[config.mk]
export PLATFORM = sky130hd
export DESIGN_NAME = line_raster_2d_top_flat
export DESIGN_NICKNAME = d
export VERILOG_FILES = /design/src/hw/rtl/lr2d_pkg.sv /design/src/hw/rtl/lr2d_if.sv /design/src/hw/rtl/line_raster_2d_top.sv /design/src/flat_wrapper.sv
export SDC_FILE = /design/constraint.sdc
export NUM_CORES = 1
export LEC_CHECK = 0
export BUFFER_PORTS_ARGS = -buffer_cell sky130_fd_sc_hd__buf_4
export CAP_MARGIN = 20
export CORE_ASPECT_RATIO = 0.8
export CORE_UTILIZATION = 40
export DETAILED_ROUTE_END_ITERATION = 10
export PLACE_DENSITY_LB_ADDON = 0.25
export SLEW_MARGIN = 20
export SYNTH_ARGS = -nofsm -noshare
export SYNTH_HDL_FRONTEND = slang
export SYNTH_SLANG_ARGS = --single-unit
export TNS_END_PERCENT = 50
[constraint.sdc]
create_clock -name clk -period 19 [get_ports clk]
set_input_delay 1.9 -clock clk [delete_from_list [all_inputs] [get_ports clk]]
set_output_delay 1.9 -clock clk [all_outputs]
set_load 0.005 [all_outputs]
[src/hw/rtl/lr2d_pkg.sv]
// Shared constants and types for the 2D line rasterizer.
`default_nettype none

package lr2d_pkg;

  // Default coordinate width and the fixed tile code width.
  localparam int unsigned COORD_BITS_DEF = 6;
  localparam int unsigned CODE_BITS      = 8;

  // Sequencer states, one-hot.
  typedef enum logic [2:0] {
    ST_IDLE  = 3'b001,
    ST_SETUP = 3'b010,
    ST_RUN   = 3'b100
  } lr2d_state_t;

endpackage

`default_nettype wire

[src/hw/rtl/lr2d_if.sv]
// Valid/ready channel interfaces for segments in and points out.
`default_nettype none

interface lr2d_seg_if
  import lr2d_pkg::*;
#(
  parameter int unsigned COORD_BITS = COORD_BITS_DEF
) ();

  logic                  valid;
  logic                  ready;
  logic [COORD_BITS-1:0] x_start;
  logic [COORD_BITS-1:0] y_start;
  logic [COORD_BITS-1:0] x_end;
  logic [COORD_BITS-1:0] y_end;
  logic [CODE_BITS-1:0]  tile_code;

  modport source (
    output valid, x_start, y_start, x_end, y_end, tile_code,
    input  ready
  );

  modport sink (
    input  valid, x_start, y_start, x_end, y_end, tile_code,
    output ready
  );

endinterface

interface lr2d_pt_if
  import lr2d_pkg::*;
#(
  parameter int unsigned COORD_BITS = COORD_BITS_DEF
) ();

  logic                  valid;
  logic                  ready;
  logic [COORD_BITS-1:0] point_x;
  logic [COORD_BITS-1:0] point_y;
  logic [CODE_BITS-1:0]  plot_code;
  logic                  is_last;

  modport source (
    output valid, point_x, point_y, plot_code, is_last,
    input  ready
  );

  modport sink (
    input  valid, point_x, point_y, plot_code, is_last,
    output ready
  );

endinterface

`default_nettype wire

[src/hw/rtl/line_raster_2d_top.sv]
// Top level of the 2D Bresenham line rasterizer.
//
// Usage: a segment item (start point, end point, tile code) enters on in_seg.
// The block then emits every grid point of the Bresenham line from start to
// end inclusive on out_pt, one item per point, with is_last set on the end
// point. Major axis is the one with the larger delta, x on a tie.
// Timing: the segment is taken in ST_IDLE, the deltas and the initial error
// are formed in ST_SETUP, then in ST_RUN one point leaves per cycle, while
// out_pt is not stalled, through a shared error adder and coordinate
// stepper. A segment has at most 2^COORD_BITS points; in_seg.ready is high
// only while the sequencer is idle. The first point is loaded into the
// output register in ST_RUN, after the pass through ST_SETUP.
// A stall on out_pt holds the output register and freezes the stepper; no
// point is lost or repeated. A new segment can be accepted while the last
// point of the previous one still waits in the output register.
// Reset (synchronous, active low) returns the sequencer to idle and drops
// out_pt.valid.
`default_nettype none

module line_raster_2d_top
  import lr2d_pkg::*;
#(
  parameter int unsigned COORD_BITS = COORD_BITS_DEF
) (
  input  wire      clk,
  input  wire      rst_n,
  lr2d_seg_if.sink in_seg,
  lr2d_pt_if.source out_pt
);

  localparam int unsigned EW = COORD_BITS + 3;

  lr2d_state_t state_r, state_nxt;

  // Raw segment as taken from the channel.
  logic [COORD_BITS-1:0] x_r, y_r, xe_r, ye_r;
  logic [CODE_BITS-1:0]  code_r;

  // Stepper state in major/minor terms.
  logic                  swap_r, swap_nxt;
  logic [COORD_BITS-1:0] a_r, a_nxt, b_r, b_nxt, ae_r, ae_nxt;
  logic                  a_dec_r, a_dec_nxt, b_dec_r, b_dec_nxt;
  logic signed [EW-1:0]  err_r, err_nxt;
  logic signed [EW-1:0]  dmin2_r, dmin2_nxt, dboth_r, dboth_nxt;

  // Output register.
  logic                  out_valid_r, out_valid_nxt;
  logic [COORD_BITS-1:0] out_x_r, out_x_nxt, out_y_r, out_y_nxt;
  logic [CODE_BITS-1:0]  out_code_r, out_code_nxt;
  logic                  out_last_r, out_last_nxt;

  // Setup datapath signals.
  logic signed [COORD_BITS:0] dx, dy;
  logic [COORD_BITS-1:0]      adx, ady, dmaj, dmin;
  logic                       x_major;

  // Step datapath signals.
  logic                  slot_free;
  logic                  at_end;
  logic                  step_b;
  logic signed [EW-1:0]  err_add;

  assign in_seg.ready = (state_r == ST_IDLE);
  assign slot_free    = !out_valid_r || out_pt.ready;
  assign at_end       = (a_r == ae_r);

  // Deltas, their magnitudes and the choice of major axis.
  always_comb begin
    dx  = $signed({1'b0, xe_r}) - $signed({1'b0, x_r});
    dy  = $signed({1'b0, ye_r}) - $signed({1'b0, y_r});
    adx = dx[COORD_BITS] ? COORD_BITS'(-dx) : COORD_BITS'(dx);
    ady = dy[COORD_BITS] ? COORD_BITS'(-dy) : COORD_BITS'(dy);
    x_major = (adx >= ady);
    dmaj = x_major ? adx : ady;
    dmin = x_major ? ady : adx;
  end

  // The minor axis steps on a positive error, or on zero error when the
  // major direction is positive.
  assign step_b  = (!err_r[EW-1] && (err_r != '0)) || ((err_r == '0) && !a_dec_r);
  assign err_add = step_b ? dboth_r : dmin2_r;

  // Sequencer and shared stepper.
  always_comb begin
    state_nxt     = state_r;
    swap_nxt      = swap_r;
    a_nxt         = a_r;
    b_nxt         = b_r;
    ae_nxt        = ae_r;
    a_dec_nxt     = a_dec_r;
    b_dec_nxt     = b_dec_r;
    err_nxt       = err_r;
    dmin2_nxt     = dmin2_r;
    dboth_nxt     = dboth_r;
    out_valid_nxt = out_valid_r && !out_pt.ready;
    out_x_nxt     = out_x_r;
    out_y_nxt     = out_y_r;
    out_code_nxt  = out_code_r;
    out_last_nxt  = out_last_r;

    unique case (state_r)
      ST_IDLE: begin
        if (in_seg.valid) begin
          state_nxt = ST_SETUP;
        end
      end
      ST_SETUP: begin
        swap_nxt  = !x_major;
        a_nxt     = x_major ? x_r : y_r;
        b_nxt     = x_major ? y_r : x_r;
        ae_nxt    = x_major ? xe_r : ye_r;
        a_dec_nxt = x_major ? dx[COORD_BITS] : dy[COORD_BITS];
        b_dec_nxt = x_major ? dy[COORD_BITS] : dx[COORD_BITS];
        dmin2_nxt = $signed({2'b00, dmin, 1'b0});
        dboth_nxt = $signed({2'b00, dmin, 1'b0}) - $signed({2'b00, dmaj, 1'b0});
        err_nxt   = $signed({2'b00, dmin, 1'b0}) - $signed({3'b000, dmaj});
        state_nxt = ST_RUN;
      end
      ST_RUN: begin
        if (slot_free) begin
          out_valid_nxt = 1'b1;
          out_x_nxt     = swap_r ? b_r : a_r;
          out_y_nxt     = swap_r ? a_r : b_r;
          out_code_nxt  = code_r;
          out_last_nxt  = at_end;
          if (at_end) begin
            state_nxt = ST_IDLE;
          end else begin
            err_nxt = err_r + err_add;
            a_nxt   = a_dec_r ? a_r - 1'b1 : a_r + 1'b1;
            if (step_b) begin
              b_nxt = b_dec_r ? b_r - 1'b1 : b_r + 1'b1;
            end
          end
        end
      end
      default: begin
        state_nxt = ST_IDLE;
      end
    endcase
  end

  // Control registers.
  always_ff @(posedge clk) begin
    if (!rst_n) begin
      state_r     <= ST_IDLE;
      out_valid_r <= 1'b0;
    end else begin
      state_r     <= state_nxt;
      out_valid_r <= out_valid_nxt;
    end
  end

  // Payload registers.
  always_ff @(posedge clk) begin
    if (in_seg.valid && in_seg.ready) begin
      x_r    <= in_seg.x_start;
      y_r    <= in_seg.y_start;
      xe_r   <= in_seg.x_end;
      ye_r   <= in_seg.y_end;
      code_r <= in_seg.tile_code;
    end
    swap_r     <= swap_nxt;
    a_r        <= a_nxt;
    b_r        <= b_nxt;
    ae_r       <= ae_nxt;
    a_dec_r    <= a_dec_nxt;
    b_dec_r    <= b_dec_nxt;
    err_r      <= err_nxt;
    dmin2_r    <= dmin2_nxt;
    dboth_r    <= dboth_nxt;
    out_x_r    <= out_x_nxt;
    out_y_r    <= out_y_nxt;
    out_code_r <= out_code_nxt;
    out_last_r <= out_last_nxt;
  end

  assign out_pt.valid     = out_valid_r;
  assign out_pt.point_x   = out_x_r;
  assign out_pt.point_y   = out_y_r;
  assign out_pt.plot_code = out_code_r;
  assign out_pt.is_last   = out_last_r;

endmodule

`default_nettype wire

[src/flat_wrapper.sv]
// flat-port wrapper written by rule: the top's interface ports become plain ports
module line_raster_2d_top_flat import lr2d_pkg::*;
#(
  parameter int unsigned COORD_BITS = COORD_BITS_DEF
)
  (clk, rst_n, in_seg_valid, in_seg_x_start, in_seg_y_start, in_seg_x_end, in_seg_y_end, in_seg_tile_code, in_seg_ready, out_pt_valid, out_pt_point_x, out_pt_point_y, out_pt_plot_code, out_pt_is_last, out_pt_ready);
  lr2d_seg_if #(.COORD_BITS(COORD_BITS)) in_seg_i ();
  lr2d_pt_if #(.COORD_BITS(COORD_BITS)) out_pt_i ();
  input  wire clk;
  input  wire rst_n;
  input wire logic [$bits(in_seg_i.valid)-1:0] in_seg_valid;
  input wire logic [$bits(in_seg_i.x_start)-1:0] in_seg_x_start;
  input wire logic [$bits(in_seg_i.y_start)-1:0] in_seg_y_start;
  input wire logic [$bits(in_seg_i.x_end)-1:0] in_seg_x_end;
  input wire logic [$bits(in_seg_i.y_end)-1:0] in_seg_y_end;
  input wire logic [$bits(in_seg_i.tile_code)-1:0] in_seg_tile_code;
  output wire logic [$bits(in_seg_i.ready)-1:0] in_seg_ready;
  output wire logic [$bits(out_pt_i.valid)-1:0] out_pt_valid;
  output wire logic [$bits(out_pt_i.point_x)-1:0] out_pt_point_x;
  output wire logic [$bits(out_pt_i.point_y)-1:0] out_pt_point_y;
  output wire logic [$bits(out_pt_i.plot_code)-1:0] out_pt_plot_code;
  output wire logic [$bits(out_pt_i.is_last)-1:0] out_pt_is_last;
  input wire logic [$bits(out_pt_i.ready)-1:0] out_pt_ready;
  assign in_seg_i.valid = in_seg_valid;
  assign in_seg_i.x_start = in_seg_x_start;
  assign in_seg_i.y_start = in_seg_y_start;
  assign in_seg_i.x_end = in_seg_x_end;
  assign in_seg_i.y_end = in_seg_y_end;
  assign in_seg_i.tile_code = in_seg_tile_code;
  assign in_seg_ready = in_seg_i.ready;
  assign out_pt_valid = out_pt_i.valid;
  assign out_pt_point_x = out_pt_i.point_x;
  assign out_pt_point_y = out_pt_i.point_y;
  assign out_pt_plot_code = out_pt_i.plot_code;
  assign out_pt_is_last = out_pt_i.is_last;
  assign out_pt_i.ready = out_pt_ready;
  line_raster_2d_top #(.COORD_BITS(COORD_BITS)) u_core (.clk(clk), .rst_n(rst_n), .in_seg(in_seg_i), .out_pt(out_pt_i));
endmodule
==> results.toml <==
[status]
status = "finished, violations left"
violations = "DRC"

[timing]
worstMarginPinSlew_ns = 0.844
hold_violations = 0
max_freq_ghz = 0.148
slew_headroom = 0.430
rsz0062_at_grt = "false"
drv_slew = 0
min_period_over_period = 0.355
setup_viol = 0
fin_hold_ws_ns = 0.422
tns_ns = 0
min_period_ns = 6.75
finalClockSkew_ns = 0.00899

[clocking]
clk_latency_ns = 0.36
cts-root-buf = "clkbuf_16"
htree_levels = 3
clock_path_buffers = 2
cts_hold_buf = 0
post_cts_resized = 0
cts_buffers = 9
cts.sinks = 100
path_clk_slew_ns = 0.07
cts_setup_buffers = 0
cts_tree = "yes"

[pwr]
switching_share = 0.451
ir_worst_vdd_mv = 0.102
power.share.clock = 0.135
pwr-share-seq = 0.251
power_w = 0.00134
power.switching_w = 0.000604
pwr-share-comb = 0.614
internal-power_w = 0.000734
p_leak_nw = 2.79
pwr_density_cell_nw_per_um2 = 194

[critical_path]
required_ns = 19.09
rr_endpoint = "u_core.err_r[8]$_DFFE_PP_"
cp_max_fo = 46
setup.worst_path.class = "flop to flop"
cp-end-kind = "flop"
worst-r2r-setup-slack_ns = 12.25
rr_startpoint = "u_core.ye_r[0]$_DFFE_PP_"
ff2ff_path_depth = 25
start_kind = "flop"
worstPathArrival_ns = 6.84

[global_routing]
antenna_found_initial = 0
grt_max_degree = 47
grt-ovfl-total = 0
grt_pass1_wl_um = 21600
grt_pass1_vias = 4055
track_usage = 0.182

[synthesis]
yosys.cell_count.top_type = "edfxtp_1"
syn_nets = 620
synth_common_cells = "96 x edfxtp_1, 60 x nand2_1, 42 x inv_1"
synthTopCellsByArea = "edfxtp_1 48%, ha_1 8.2%, xnor2_1 3.8%"
synth_enable_flop_cells = 96
netlist-cell-type-count = 61
synthArstFlopShare = 0
yosys.area.top_type = "edfxtp_1"
ys_ff_latch = 100
ys.flop_type = "edfxtp_1"
yosysWarnings = 0
synthCells = 539
yosysSeqAreaShare = 0.495
synth.top_cell.area_share = 0.482
synth_area_sq_um = 5980
syn_area_per_cell_sq_um = 11.1

[hold_path]
holdPathStages = 0
hold_end = "u_core.out_pt.plot_code[4]$_DFFE_PP_"
min_from = "u_core.code_r[4]$_DFFE_PP_"
hold_path_class = "flop to flop"

[detailed_routing]
avgRoutedWirePerCell_um = 17.2
via_per_inst = 5.37
vias = 4214
ant_nets = 0
routed_wl_um = 13500
drt_first_iter_violations = 255
route.detailed.drc = 11
first_pass_iters = 8

[die]
die_w_um = 139
die_area_sq_um = 15400
fp-row-count = 39
start_util = 0.414
io_pins = 59
core_area_sq_um = 14400
fp.dieH_um = 111

[layout]
nNetsFinal = 677
final_util = 0.479
drive_above_1_share = 0.173
syn2layout_area_growth_pct = 15.6
fill_cells = 1328
regArea_sq_um = 2960
multiInputGateArea_sq_um = 2790
final-instance-count-excl-fill = 785
antenna_cells = 0

[placed_design]
placed_cells = 769
gp_congestion = 0.839
io_buffers = 58
hpwlAfterDp_um = 10400

[job]
drv_cap = 0
==> cell type report <==
| class | instances | area share |
|---|---|---|
| multi-input combinational | 378 | 0.404 |
| timing repair buffer | 62 | 0.0673 |
| tap | 184 | 0.0333 |
| clock inverter | 7 | 0.00978 |
| inverter | 45 | 0.0244 |
| sequential | 100 | 0.429 |
| clock buffer | 9 | 0.0326 |
==> layout by cell type, fill, tap and decap left out, types with 5 or more instances in the layout <==
| master | count |
|---|---|
| xnor2_1 | 26 |
| nor3_1 | 8 |
| o211ai_1 | 7 |
| xor2_1 | 14 |
| o21ai_0 | 26 |
| nand2_1 | 60 |
| mux2i_1 | 5 |
| clkbuf_16 | 9 |
| nor2_1 | 24 |
| o21a_1 | 6 |
| a21o_1 | 14 |
| nand3b_1 | 5 |
| edfxtp_1 | 96 |
| a21oi_1 | 33 |
| and2_1 | 6 |
| fa_1 | 6 |
| nand3_1 | 7 |
| inv_1 | 42 |
| mux2_2 | 15 |
| ha_1 | 39 |
| buf_4 | 62 |
| a211oi_1 | 14 |
| nand2b_1 | 5 |
==> metal layers <==
layer / global-route usage / part of all wire / vias to the layer above
li1: - / - / 2086
met2: 0.260 / 0.42 / 116
met3: 0.0353 / 0.050 / 8
met5: 0 / 0 / -
met4: 0.0496 / 0.0064 / 0
met1: 0.278 / 0.53 / 2004
==> how the worst max path moves through the flow <==
stage	start	endpoint
after detailed placement	u_core.ye_r[0]$_DFFE_PP_	u_core.err_r[8]$_DFFE_PP_
after global placement	u_core.ye_r[0]$_DFFE_PP_	u_core.err_r[8]$_DFFE_PP_
after global routing	u_core.ye_r[0]$_DFFE_PP_	u_core.err_r[8]$_DFFE_PP_
after floorplan	u_core.ye_r[0]$_DFFE_PP_	u_core.err_r[8]$_DFFE_PP_
final	u_core.ye_r[0]$_DFFE_PP_	u_core.err_r[8]$_DFFE_PP_
after CTS	u_core.ye_r[0]$_DFFE_PP_	u_core.err_r[8]$_DFFE_PP_
==> power by group through the flow <==
stage          sequential [W]  clock, W  combinational, W
2_1_floorplan        0.000335         0          0.000622
3_3_place_gp         0.000340         0          0.000807
3_5_place_dp         0.000340         0          0.000816
4_1_cts              0.000336  0.000186          0.000821
5_1_grt              0.000338  0.000194          0.000915
6_report             0.000336  0.000181          0.000822
==> registers in the layout, indices dropped and copies added, names as in the netlist, 7 cells and up <==
signal / flops
u_core.out_pt.plot_code: 8
u_core.code_r: 8
u_core.dboth_r: 7
u_core.err_r: 9
==> kinds of logic (layout without fill, tap and decap cells) <==
| logic type | after synthesis | count (layout) | share of synthesized area |
|---|---|---|---|
| buffers and inverters | 61 | 123 | 0.0387 |
| flip-flops | 100 | 100 | 0.495 |
| AND/OR/NAND/NOR | 134 | 134 | 0.107 |
| AO/OA/AOI/OAI | 136 | 136 | 0.153 |
| multiplexers | 21 | 21 | 0.0391 |
| adder cells (fa/ha/maj) | 45 | 45 | 0.102 |
| XOR/XNOR | 42 | 42 | 0.0651 |
==> critical path, cell delays in order, from the launching register on <==
cell and delay (ns):
edfxtp_1 0.38, inv_1 0.07, ha_1 0.16, inv_1 0.06, fa_1 0.45, a21o_1 0.25, a221oi_4 0.41, nand3b_1 0.15
xnor2_1 0.43, inv_1 0.09, ha_1 0.40, and2_1 0.18, nand2_1 0.08, o21a_4 0.22, nor2_4 0.50, inv_2 0.46
nand2_1 0.17, o21ai_0 0.10, ha_1 0.38, nand2_1 0.08, or4_1 0.40, o311a_2 0.18, a32oi_1 0.21, o32ai_1 0.14
o311ai_1 0.38, mux2i_1 0.12
==> metrics by stage <==
| stage | instance area [sq um] | setup WS (ns) |
|---|---|---|
| after floorplan | 5980 | 13.07 |
| after CTS | 6910 | 12.31 |
| after global routing | 6910 | 11.76 |
| after detailed placement | 6620 | 12.36 |
| after global placement | 6620 | 12.52 |
| final | 6910 | 12.25 |
No activity file was read; power rests on OpenSTA's default activity.
